## config.mk

```make
export PLATFORM = sky130hd
export DESIGN_NAME = wav_adpcm_header_parser_unit
export DESIGN_NICKNAME = d
export VERILOG_FILES = /design/src/wavhp_pkg.sv /design/src/wav_adpcm_header_parser_unit.sv
export SDC_FILE = /design/constraint.sdc
export NUM_CORES = 1
export LEC_CHECK = 0
export CAP_MARGIN = 20
export CORE_AREA = 2 2 105 133
export DETAILED_ROUTE_END_ITERATION = 10
export DIE_AREA = 0 0 107 135
export DONT_BUFFER_PORTS = 1
export GPL_TIMING_DRIVEN = 0
export PLACE_DENSITY = 0.8
export REMOVE_ABC_BUFFERS = 1
export SETUP_SLACK_MARGIN = 0.3
export SLEW_MARGIN = 5
export SYNTH_ARGS = -nofsm -noshare
export SYNTH_HDL_FRONTEND = slang
export SYNTH_SLANG_ARGS = --single-unit
```

## constraint.sdc

```tcl
create_clock -name aclk -period 20.3 [get_ports aclk]
set_input_delay 4.06 -clock aclk [delete_from_list [all_inputs] [get_ports aclk]]
set_output_delay 4.06 -clock aclk [all_outputs]
set_load 0.02 [all_outputs]
```

## src/wavhp_pkg.sv

```systemverilog
// Types and constants for the WAV ADPCM header parser.
// Holds the parse phase enum, status codes and the marker byte lookup.
// No dependencies.
package wavhp_pkg;

    typedef enum logic [3:0] {
        PH_RIFF     = 4'd0,
        PH_RIFFSIZE = 4'd1,
        PH_WAVE     = 4'd2,
        PH_SCANFMT  = 4'd3,
        PH_FMTSIZE  = 4'd4,
        PH_FMTTAG   = 4'd5,
        PH_CHAN     = 4'd6,
        PH_RATE     = 4'd7,
        PH_SKIP     = 4'd8,
        PH_ALIGN    = 4'd9,
        PH_SCANDATA = 4'd10,
        PH_SIZE     = 4'd11,
        PH_DONE     = 4'd12
    } phase_t;

    typedef enum logic [2:0] {
        ST_OK       = 3'd0,
        ST_BAD_RIFF = 3'd1,
        ST_NOT_ADPCM = 3'd2,
        ST_NOT_MONO = 3'd3,
        ST_NO_DATA  = 3'd4
    } status_t;

    localparam logic [7:0] FMT_ADPCM_LO = 8'h11;
    localparam logic [7:0] CHAN_MONO_LO = 8'h01;
    localparam logic [7:0] CODE_HI      = 8'h00;

    function automatic logic [7:0] riff_byte(input logic [1:0] idx);
        logic [7:0] r;
        case (idx)
            2'd0:    r = 8'h52;
            2'd1:    r = 8'h49;
            default: r = 8'h46;
        endcase
        return r;
    endfunction

    function automatic logic [7:0] wave_byte(input logic [1:0] idx);
        logic [7:0] r;
        case (idx)
            2'd0:    r = 8'h57;
            2'd1:    r = 8'h41;
            2'd2:    r = 8'h56;
            default: r = 8'h45;
        endcase
        return r;
    endfunction

    function automatic logic [7:0] fmt_byte(input logic [1:0] idx);
        logic [7:0] r;
        case (idx)
            2'd0:    r = 8'h66;
            2'd1:    r = 8'h6d;
            2'd2:    r = 8'h74;
            default: r = 8'h20;
        endcase
        return r;
    endfunction

    function automatic logic [7:0] data_byte(input logic [1:0] idx);
        logic [7:0] r;
        case (idx)
            2'd0:    r = 8'h64;
            2'd1:    r = 8'h61;
            2'd2:    r = 8'h74;
            default: r = 8'h61;
        endcase
        return r;
    endfunction

endpackage

```

## src/wav_adpcm_header_parser_unit.sv

```systemverilog
// WAV ADPCM header parser: scans a RIFF/WAVE byte stream and reports the header.
// A result is registered and becomes valid in the cycle after the beat that completes or fails it.
// Throughput: one byte beat per cycle while m_ready is high; a result held by low
// m_ready stalls the input until it is taken.
// Reset (aresetn low, synchronous): parse restarts at the RIFF tag, pending result dropped.
// Depends on wavhp_pkg.
module wav_adpcm_header_parser_unit
    import wavhp_pkg::*;
(
    input  logic        aclk,
    input  logic        aresetn,
    input  logic        s_valid,
    output logic        s_ready,
    input  logic [7:0]  s_byte_value,
    input  logic        s_first_byte,
    input  logic        s_last_byte,
    output logic        m_valid,
    input  logic        m_ready,
    output logic [2:0]  m_status,
    output logic [31:0] m_sample_rate,
    output logic [15:0] m_block_align,
    output logic [31:0] m_data_size
);

    phase_t      phase_reg, phase_next;
    logic [1:0]  cnt_reg, cnt_next;
    logic [1:0]  match_reg, match_next;
    logic [31:0] rate_reg, rate_next;
    logic [15:0] align_reg, align_next;
    logic [31:0] size_reg, size_next;

    logic        m_valid_reg;
    status_t     status_reg;
    logic [31:0] out_rate_reg;
    logic [15:0] out_align_reg;
    logic [31:0] out_size_reg;

    logic        accept;
    logic        emit;
    status_t     st;

    assign s_ready = !m_valid_reg || m_ready;
    assign accept  = s_valid && s_ready;

    always_comb begin
        phase_t      ph;
        logic [1:0]  cnt;
        logic [1:0]  mm;
        logic [7:0]  b;
        logic        fail;
        b    = s_byte_value;
        ph   = phase_reg;
        cnt  = cnt_reg;
        mm   = match_reg;
        rate_next  = rate_reg;
        align_next = align_reg;
        size_next  = size_reg;
        fail = 1'b0;
        emit = 1'b0;
        st   = ST_OK;
        if (s_first_byte) begin
            ph  = PH_RIFF;
            cnt = 2'd0;
            mm  = 2'd0;
            rate_next  = '0;
            align_next = '0;
            size_next  = '0;
        end
        phase_next = ph;
        cnt_next   = cnt + 2'd1;
        match_next = mm;
        case (ph)
            PH_RIFF: begin
                if (b != riff_byte(cnt)) begin
                    fail = 1'b1;
                    st   = ST_BAD_RIFF;
                end else if (cnt == 2'd3) begin
                    phase_next = PH_RIFFSIZE;
                end
            end
            PH_RIFFSIZE: begin
                if (cnt == 2'd3) phase_next = PH_WAVE;
            end
            PH_WAVE: begin
                if (b != wave_byte(cnt)) begin
                    fail = 1'b1;
                    st   = ST_BAD_RIFF;
                end else if (cnt == 2'd3) begin
                    phase_next = PH_SCANFMT;
                end
            end
            PH_SCANFMT: begin
                cnt_next = cnt;
                if (b == fmt_byte(mm)) begin
                    match_next = mm + 2'd1;
                    if (mm == 2'd3) phase_next = PH_FMTSIZE;
                end else begin
                    match_next = (b == fmt_byte(2'd0)) ? 2'd1 : 2'd0;
                end
            end
            PH_FMTSIZE: begin
                if (cnt == 2'd3) phase_next = PH_FMTTAG;
            end
            PH_FMTTAG: begin
                if (b != (cnt[0] ? CODE_HI : FMT_ADPCM_LO)) begin
                    fail = 1'b1;
                    st   = ST_NOT_ADPCM;
                end else if (cnt[0]) begin
                    cnt_next   = 2'd0;
                    phase_next = PH_CHAN;
                end
            end
            PH_CHAN: begin
                if (b != (cnt[0] ? CODE_HI : CHAN_MONO_LO)) begin
                    fail = 1'b1;
                    st   = ST_NOT_MONO;
                end else if (cnt[0]) begin
                    cnt_next   = 2'd0;
                    phase_next = PH_RATE;
                end
            end
            PH_RATE: begin
                rate_next = {b, rate_reg[31:8]};
                if (s_first_byte) rate_next = {b, 24'd0};
                if (cnt == 2'd3) phase_next = PH_SKIP;
            end
            PH_SKIP: begin
                if (cnt == 2'd3) phase_next = PH_ALIGN;
            end
            PH_ALIGN: begin
                align_next = {b, align_reg[15:8]};
                if (cnt[0]) begin
                    cnt_next   = 2'd0;
                    phase_next = PH_SCANDATA;
                end
            end
            PH_SCANDATA: begin
                cnt_next = cnt;
                if (b == data_byte(mm)) begin
                    match_next = mm + 2'd1;
                    if (mm == 2'd3) phase_next = PH_SIZE;
                end else begin
                    match_next = (b == data_byte(2'd0)) ? 2'd1 : 2'd0;
                end
            end
            PH_SIZE: begin
                size_next = {b, size_reg[31:8]};
                if (cnt == 2'd3) begin
                    fail = 1'b1;
                    st   = ST_OK;
                end
            end
            default: begin
                cnt_next   = cnt;
                phase_next = PH_DONE;
            end
        endcase
        if (fail) begin
            emit = 1'b1;
        end else if (s_last_byte && ph != PH_DONE) begin
            emit = 1'b1;
            if (phase_next <= PH_FMTSIZE) st = ST_BAD_RIFF;
            else if (phase_next == PH_FMTTAG) st = ST_NOT_ADPCM;
            else if (phase_next == PH_CHAN) st = ST_NOT_MONO;
            else st = ST_NO_DATA;
        end
        if (emit) begin
            phase_next = PH_DONE;
            cnt_next   = 2'd0;
            match_next = 2'd0;
        end
    end

    always_ff @(posedge aclk) begin
        if (!aresetn) begin
            phase_reg   <= PH_RIFF;
            cnt_reg     <= 2'd0;
            match_reg   <= 2'd0;
            rate_reg    <= '0;
            align_reg   <= '0;
            size_reg    <= '0;
            m_valid_reg <= 1'b0;
        end else begin
            if (accept) begin
                phase_reg <= phase_next;
                cnt_reg   <= cnt_next;
                match_reg <= match_next;
                rate_reg  <= rate_next;
                align_reg <= align_next;
                size_reg  <= size_next;
            end
            if (accept && emit) begin
                m_valid_reg <= 1'b1;
            end else if (m_ready) begin
                m_valid_reg <= 1'b0;
            end
        end
    end

    // hold the result until taken; zero the fields on a failed parse
    always_ff @(posedge aclk) begin
        if (accept && emit) begin
            status_reg    <= st;
            out_rate_reg  <= (st == ST_OK) ? rate_next  : 32'd0;
            out_align_reg <= (st == ST_OK) ? align_next : 16'd0;
            out_size_reg  <= (st == ST_OK) ? size_next  : 32'd0;
        end
    end

    assign m_valid       = m_valid_reg;
    assign m_status      = status_reg;
    assign m_sample_rate = out_rate_reg;
    assign m_block_align = out_align_reg;
    assign m_data_size   = out_size_reg;

    a_done_after_result: assert property (@(posedge aclk) disable iff (!aresetn)
        accept && emit |=> phase_reg == PH_DONE && cnt_reg == 2'd0 && match_reg == 2'd0)
        else $error("parser not parked after result");

    a_fail_fields_zero: assert property (@(posedge aclk) disable iff (!aresetn)
        m_valid && m_status != ST_OK |->
            m_sample_rate == 32'd0 && m_block_align == 16'd0 && m_data_size == 32'd0)
        else $error("failed result carries nonzero fields");

    a_no_result_when_parked: assert property (@(posedge aclk) disable iff (!aresetn)
        accept && phase_reg == PH_DONE && !s_first_byte |-> !emit)
        else $error("result raised while parked");

    a_valid_only_from_emit: assert property (@(posedge aclk) disable iff (!aresetn)
        !(accept && emit) && !(m_valid && !m_ready) |=> !m_valid)
        else $error("result valid without a completing beat");

endmodule
```

# == Word-level counts from Yosys, hierarchy flattened ==
# Cells that the tools add are included.
# totals
regBits,172
in_bits,14
output_inout_bits,85
elab_cells,123
# classes
n_addsub,2
magnitude_cmp,1
n_eq_ne,28
muxes,70
reduce_logical,11
# op_table
cell,count
32-bit 2-to-1 mux,4
4-bit 2-to-1 mux,19
4-bit case mux with 12 select lines,1
16-bit 2-to-1 mux,2
8-bit 2-to-1 mux,4
4-bit by 3-bit equality test with 1-bit output (second input constant),6
24-bit 2-to-1 mux,1
2-bit 2-to-1 mux,11
7-bit case mux with 3 select lines,1
5-bit case mux with 2 select lines,2
4-bit equality test (second input constant),4
8-bit by 7-bit equality test with 1-bit output (second input constant),2
8-bit equality test,2
8-bit != test,2
2-bit case mux with 4 select lines,2
3-bit 2-to-1 mux,5
5-bit case mux with 3 select lines,1
1-bit 2-to-1 mux,14
2-bit equality test (second input constant),4
4-bit by 2-bit equality test with 1-bit output (second input constant),2
8-bit by 1-bit != test with 1-bit output,1
8-bit by 5-bit != test with 1-bit output,1
7-bit OR reduction,1
5-bit 2-to-1 mux,1
other kinds (14),19

# == Depth between registers and ports, before layout ==
# Gate-level depths: netlist of the first run.
# depth
word_depth,14
mapped_depth,12
ltp_nobuf,10

# == Worst setup path after synthesis of the first run ==
# Ideal clock, no wire load.
# synth_timing
kind,input to register
from,input s_first_byte
to,"register out_align_reg[0] (netlist: m_block_align[0]), enable pin"
arrival_ns,8.923
path_slack_ns,10.852
path_stages,10
path_buffers,1
cell_sequence,buf_2 -> nor2b_1 -> inv_1 -> ha_1 -> xor2_1 -> or3_1 -> nor4_1 -> o221ai_1 -> nor4_2 -> nor2_1
# synth_between
elab_chain_cells,9
elab_cells_between_ends,32
classes_between,eq/ne (12); mux (16); reduce/logical (4)
# synth_lines
item,line_no,source
from (decl),wav_adpcm_header_parser_unit.sv:15,"input logic s_first_byte,"
2-bit 2-to-1 mux,wav_adpcm_header_parser_unit.sv:61,if (s_first_byte) begin
"2-bit equality test, or another cell as far along",wavhp_pkg.sv:46,case (idx)
5-bit case mux with 3 select lines or 5-bit case mux with 2 select lines (tied branches),"wavhp_pkg.sv:46, wavhp_pkg.sv:36",
8-bit 2-to-1 mux,wav_adpcm_header_parser_unit.sv:72,case (ph)
"8-bit != test, on equally long branches","wav_adpcm_header_parser_unit.sv:85, wav_adpcm_header_parser_unit.sv:74",
"1-bit 2-to-1 mux, on equally long branches","wav_adpcm_header_parser_unit.sv:85, wav_adpcm_header_parser_unit.sv:74",
1-bit case mux with 5 select lines,wav_adpcm_header_parser_unit.sv:72,
1-bit 2-to-1 mux *,wav_adpcm_header_parser_unit.sv:158,if (fail) begin
1-bit logical AND *,wav_adpcm_header_parser_unit.sv:202,if (accept && emit) begin
to (signal assigned),wav_adpcm_header_parser_unit.sv:205,out_align_reg <= (st == ST_OK) ? align_next : 16'd0;
to (decl),wav_adpcm_header_parser_unit.sv:35,logic [15:0] out_align_reg;
# Every way passes the cells marked *; elsewhere a longest branch is shown, timed or not. The select of a mux whose other input is x is not followed.
# A chain may end at the register's enable or synchronous reset.

# == Worst setup path after layout of the first run ==
# layout_timing
from,input m_ready
to,output s_ready
# layout_between
elab_chain_cells,1
# layout_lines
item,line_no,source
from (decl),wav_adpcm_header_parser_unit.sv:18,"input logic m_ready,"
1-bit logical OR,wav_adpcm_header_parser_unit.sv:42,assign s_ready = !m_valid_reg || m_ready;
to (decl),wav_adpcm_header_parser_unit.sv:13,"output logic s_ready,"
# Every way passes these cells.

==> results of run 1 <==
layer usage:
metal,wire [um],part of all wire [%]
met1,7997,41
met2,10110,51
met3,984,5.0
met4,556,2.8
met5,0,0
synthesized netlist by cell type, types with 3 or more instances:
| library cell | count | area, um^2 |
|---|---|---|
| clkbuf_1 | 55 | 206.5 |
| mux2i_1 | 28 | 280.3 |
| a31oi_1 | 3 | 18.77 |
| or2_2 | 3 | 18.77 |
| a21oi_1 | 51 | 255.2 |
| xnor2_1 | 7 | 61.31 |
| or3_1 | 6 | 37.54 |
| inv_1 | 5 | 18.77 |
| a21oi_2 | 16 | 140.1 |
| nor2_1 | 64 | 240.2 |
| nor3_2 | 4 | 40.04 |
| nand3b_1 | 5 | 37.54 |
| o22ai_1 | 3 | 18.77 |
| a22oi_1 | 82 | 615.6 |
| buf_2 | 4 | 20.02 |
| nor2b_1 | 87 | 544.3 |
| and2_1 | 4 | 25.02 |
| buf_6 | 9 | 101.4 |
| nand2_1 | 30 | 112.6 |
| clkbuf_8 | 5 | 68.82 |
| ha_1 | 3 | 37.54 |
| edfxtp_1 | 83 | 2492 |
| a21boi_0 | 4 | 30.03 |
| nand2b_1 | 6 | 37.54 |
| o21ai_0 | 12 | 60.06 |
| o21ai_1 | 3 | 15.01 |
| nor3b_1 | 44 | 330.3 |
| nand3_1 | 25 | 125.1 |
| xor2_1 | 3 | 26.28 |
| dfxtp_1 | 89 | 1782 |
| nor4_1 | 4 | 25.02 |
| nor3_1 | 30 | 150.1 |
cell type report:
cell class,instances,area (um^2)
clock buffers,18,439.2
clock inverters,14,141.4
fillers,929,3969
inverters,5,18.77
multi-input cells,573,3745
flip-flops and latches,172,4274
well taps,171,214.0
repair buffers,19,312.8
logic make-up after synthesis:
group,count (synthesis)
buffers and inverters,83
flip-flops,172
multiplexers,30
AND/OR/NAND/NOR,327
AO/OA/AOI/OAI,203
adder cells (fa/ha/maj),3
XOR/XNOR,10
power groups by stage:
stage / Sequential, uW / Combinational, uW / Clock (uW)
after floorplan: 398 / 21.1 / 0
after global placement: 400 / 26.9 / 0
after detailed placement: 398 / 33.9 / 0
after CTS: 390 / 34.1 / 321
after global routing: 391 / 36.8 / 332
final: 390 / 34.3 / 317
through the flow:
step	std cells	cell area, um^2	hold slack [ps]	utilization, %
floorplan	750	7998	479.7	-
global placement	921	8212	493.5	62.62
detailed placement	937	8544	506.8	65.16
CTS	969	9125	528.6	69.58
global route	972	9145	555.7	69.74
finish	972	9145	524.1	69.74
worst paths after layout:
check,cells after the start,start,to,slack (ps)
min,2,size_reg[2],size_reg[2],520
min reg2reg,2,size_reg[2],size_reg[2],520
max,1,m_ready,s_ready,11910
max reg2reg,11,cnt_reg[0],m_sample_rate[13],16260
==> impl_metrics.toml, run 1 <==
[run_status]
outcome = "finished clean"

[placement]
gp_congestion = 0.9159
port_buffers = 0
dpl_worst_slack_ps = 11920
place_hpwl_um = 12430

[global_routing]
grt_util_met3_pct = 4.488
grtUsageTotal_pct = 27.61
antenna_found_initial = 0
gr-usage-met2_pct = 46.46
met1_usage_pct = 35.46
grt_overflow_total = 0
grt_pass1_vias = 6034
grt_max_degree = 92
busiest_layer = "met2"
grt_pass1_wl_um = 31340

[synthesis]
syn-instance-count = 828
synth_edf_count = 83
synth-warning-count = 0
postSynth.asyncResetShare_pct = 0
synth-main-ff-cell = "dfxtp_1"
synth-compound-area-share_pct = 16.92
syn_area_um2 = 8431
synth_seq_cells = 172
seq_area_frac_synth_pct = 50.70
synth_top_family_by_area = "simple AND/OR/NAND/NOR gates"
synth_fa_ha_area_share_pct = 0.4452
synth_xor_area_share_pct = 1.039
avgSynthCellArea_um2 = 10.18
synthMuxAreaShare_pct = 3.592
ys_types = 70
synth-simple-area-share_pct = 21.95

[run]
maxCapViolations = 0

[power_and_ir_drop]
powerDensity_nw_per_um2 = 81.13
p_comb_share_pct = 4.6
seqPwrFrac_pct = 52.6
power.leakage_uw = 0.002662
p_switching_uw = 188.4
power_uw = 741.9
p_int_uw = 553.5
p_clk_share_pct = 42.8
vdd_ir_drop_max_mv = 0.04582
swShare_pct = 25.40

[finish]
drive_gt1_share_pct = 12.11
mostFrequentLayoutCell = "dfxtp_1"
num_antenna_cells = 0
fin_nets = 805
layout_common_cells = "89 x dfxtp_1, 87 x nor2b_1, 83 x edfxtp_1"
area_growth_pct = 8.474

[die]
core-area_um2 = 13110
die_h_um = 135
dieWidth_um = 107
start_util_pct = 64.29
io_pins = 99
row_count = 47
dieArea_um2 = 14450

[hold_path]
hp-class = "register to register"

[setup_path]
end_kind = "output pin"
slowest_stage = "nand2b_1"
cp_cell_sequence = "nand2b_1"
crit_fanout = 4
path_delay_family = "simple AND/OR/NAND/NOR gates"
required_ps = 16240
crit_buf_inv = 0
crit_arrival_ps = 4330
criticalPathCategory = "input pin to output pin"
slowest_delay_ps = 270
startpoint_type = "input pin"

[sta]
setup_slack_ps = 11910
relSlewSlack_pct = 45.89
setup_tns_ps = 0
max_freq_ghz = 0.1192
period_share_pct = 41.32
setup_violations = 0
drv_slew = 0
min_period_ps = 8387
grt_setup_unrepaired = "false"
fin_skew_ps = 12.11
worst_pin_slew_ps = 811.6
hold_viol = 0

[drt]
vias = 6315
dr.pass1.iters = 7
vias_per_cell = 6.497
drt_iter0_drc = 504
routedWlPerCell_um = 20.21
routed_wl_um = 19650
antenna_left = 0
drc_errors = 0

[clocking]
cts_resized = 0
cts.htree.levels = 4
hold_buffers = 0
cts_num_sinks = 172
clk_latency_ps = 430
clk_pin_slew_ps = 70
clockRootBuffer = "clkbuf_16"
cts_buffer_depth = 2
cts_buffers = 17
cts_tree = "built"
postCtsSetupRepairBufs = 0
(Power assumes the default switching activity.)
==> run 2, diff against run 1 <==
--- a/config.mk
+++ b/config.mk
@@ -6,12 +6,12 @@
 export NUM_CORES = 1
 export LEC_CHECK = 0
 export CAP_MARGIN = 20
-export CORE_AREA = 2 2 105 133
+export CORE_AREA = 2 2 106 134
 export DETAILED_ROUTE_END_ITERATION = 10
-export DIE_AREA = 0 0 107 135
+export DIE_AREA = 0 0 108 136
 export DONT_BUFFER_PORTS = 1
 export GPL_TIMING_DRIVEN = 0
-export PLACE_DENSITY = 0.8
+export PLACE_DENSITY = 0.79
 export REMOVE_ABC_BUFFERS = 1
 export SETUP_SLACK_MARGIN = 0.3
 export SLEW_MARGIN = 5
==> constraint.sdc (replaced) <==
create_clock -name aclk -period 8 [get_ports aclk]
set_input_delay 1.6 -clock aclk [delete_from_list [all_inputs] [get_ports aclk]]
set_output_delay 1.6 -clock aclk [all_outputs]
set_load 0.02 [all_outputs]
==> run 2 against run 1 <==
Clock-buffer cell count is 1 higher. Sequential share of layout area is 0.096 points higher. Cell area is 0.21% lower. Sequential power grew to 2.5 times the previous value. Critical path depth is 11 higher. Via count is 2.3% higher. Non-clock buffer count is 2 lower. Combinational power is 140% higher. Sequential cell count stayed put. Die area is 1.7% higher. Worst setup slack worse by 8700 ps. First-iteration DRC count is 7.1% higher. Highest routed layer unchanged.
==> impl_metrics.toml, run 2 (same netlist as run 1, synthesis figures left out) <==
[clocking]
cts_num_sinks = 172
clk_pin_slew_ps = 60
postCtsSetupRepairBufs = 0
clk_latency_ps = 430
cts_resized = 0
cts_buffers = 17
cts.htree.levels = 4
clockRootBuffer = "clkbuf_16"
cts_tree = "built"
cts_buffer_depth = 2
hold_buffers = 0

[sta]
hold_viol = 0
period_share_pct = 59.56
drv_slew = 0
worst_pin_slew_ps = 835.7
relSlewSlack_pct = 44.23
fin_skew_ps = 13.09
setup_violations = 0
max_freq_ghz = 0.2099
grt_setup_unrepaired = "false"
setup_slack_ps = 3235
min_period_ps = 4765

[finish]
mostFrequentLayoutCell = "dfxtp_1"
area_growth_pct = 8.252
num_antenna_cells = 0
post-route-util_pct = 67.54
layout_common_cells = "89 x dfxtp_1, 87 x nor2b_1, 83 x edfxtp_1"
drive_gt1_share_pct = 11.76
fin_nets = 803

[setup_path]
cp_cell_sequence = "nor2b_1 > inv_1 > ha_1 > xor2_1 > or3_1 > nor4_1 > o221ai_1 > nor4_2 > buf_4 > nor2_4 > buf_12 > buf_12"
required_ps = 8170
crit_arrival_ps = 4930
end_kind = "register"
slowest_stage = "nor2b_1"
crit_fanout = 87
path_delay_family = "simple AND/OR/NAND/NOR gates"
timing.critical_path.mode_cell = "buf_12"
slowest_delay_ps = 480
crit_buf_inv = 4
startpoint_type = "input pin"
criticalPathCategory = "input pin to register"

[global_routing]
grt_max_degree = 92
grt_overflow_total = 0
grt_pass1_vias = 6176
antenna_found_initial = 0
grt_pass1_wl_um = 31820
grtUsageTotal_pct = 27.90

[die]
dieArea_um2 = 14690
start_util_pct = 62.39
core-area_um2 = 13510
dieWidth_um = 108
io_pins = 99
row_count = 48
die_h_um = 136

[drt]
routedWlPerCell_um = 20.72
antenna_left = 0
vias_per_cell = 6.636
routed_wl_um = 20180
vias = 6463
dr.pass1.iters = 5
drc_errors = 0
drt_iter0_drc = 540

[power_and_ir_drop]
vdd_ir_drop_max_mv = 0.1204
power_uw = 1951
powerDensity_nw_per_um2 = 213.7
power.leakage_uw = 0.002648

[run_status]
outcome = "finished clean"

[placement]
port_buffers = 0
gp_congestion = 0.9016
dpl_worst_slack_ps = 2910
place_hpwl_um = 12390

[hold_path]
hp-class = "register to register"

[run]
maxCapViolations = 0
## run 2: final timing paths
kind | end | slack (ps) | cells past startpoint | from
worst min register to register | rate_reg[6] | 530 | 2 | rate_reg[6]
worst max register to register | m_sample_rate[22] | 3820 | 12 | cnt_reg[0]
worst max-delay path | m_sample_rate[22] | 3230 | 12 | s_first_byte
worst min-delay path | rate_reg[6] | 530 | 2 | rate_reg[6]
## run 2: routing by layer
metal / up-vias / part of all wire, % / global-route usage, %
met1: 3160 / 40 / 34.19
met2: 300 / 49 / 45.70
li1: 2932 / - / -
met5: - / 0 / 0
met3: 71 / 6.3 / 5.849
met4: 0 / 4.6 / 15.53
## run 2: final cells by class
class	count	area [um^2]
clock buffer	19	452.9
clock inverter	13	182.7
fill	1012	4387
inverter	5	18.77
multi-input combinational	573	3745
sequential	172	4274
tap	175	219.0
timing repair buffer	17	234.0
## run 2: where the power goes
part	switching (uW)	total (uW)	internal, uW	leakage [uW]
clock network	360	876	516	0.000310
logic	54.4	83.6	29.2	0.000776
registers	42.2	991	949	0.00156
## run 2: worst min-delay path, cell delays in order, from the launching register on
cell and delay [ps]:
dfxtp_1 330, a22oi_1 70, nor2b_1 100
## run 2: through the flow
stage               hold WS (ps)  TNS, ps  cell area [um^2]  cells
floorplan                  479.7        0              7998    750
global placement           492.9   -57670              8217    925
detailed placement         509.7        0              8476    940
CTS                        532.2        0              9111    972
global route               553.5        0              9126    974
finish                     531.4        0              9126    974
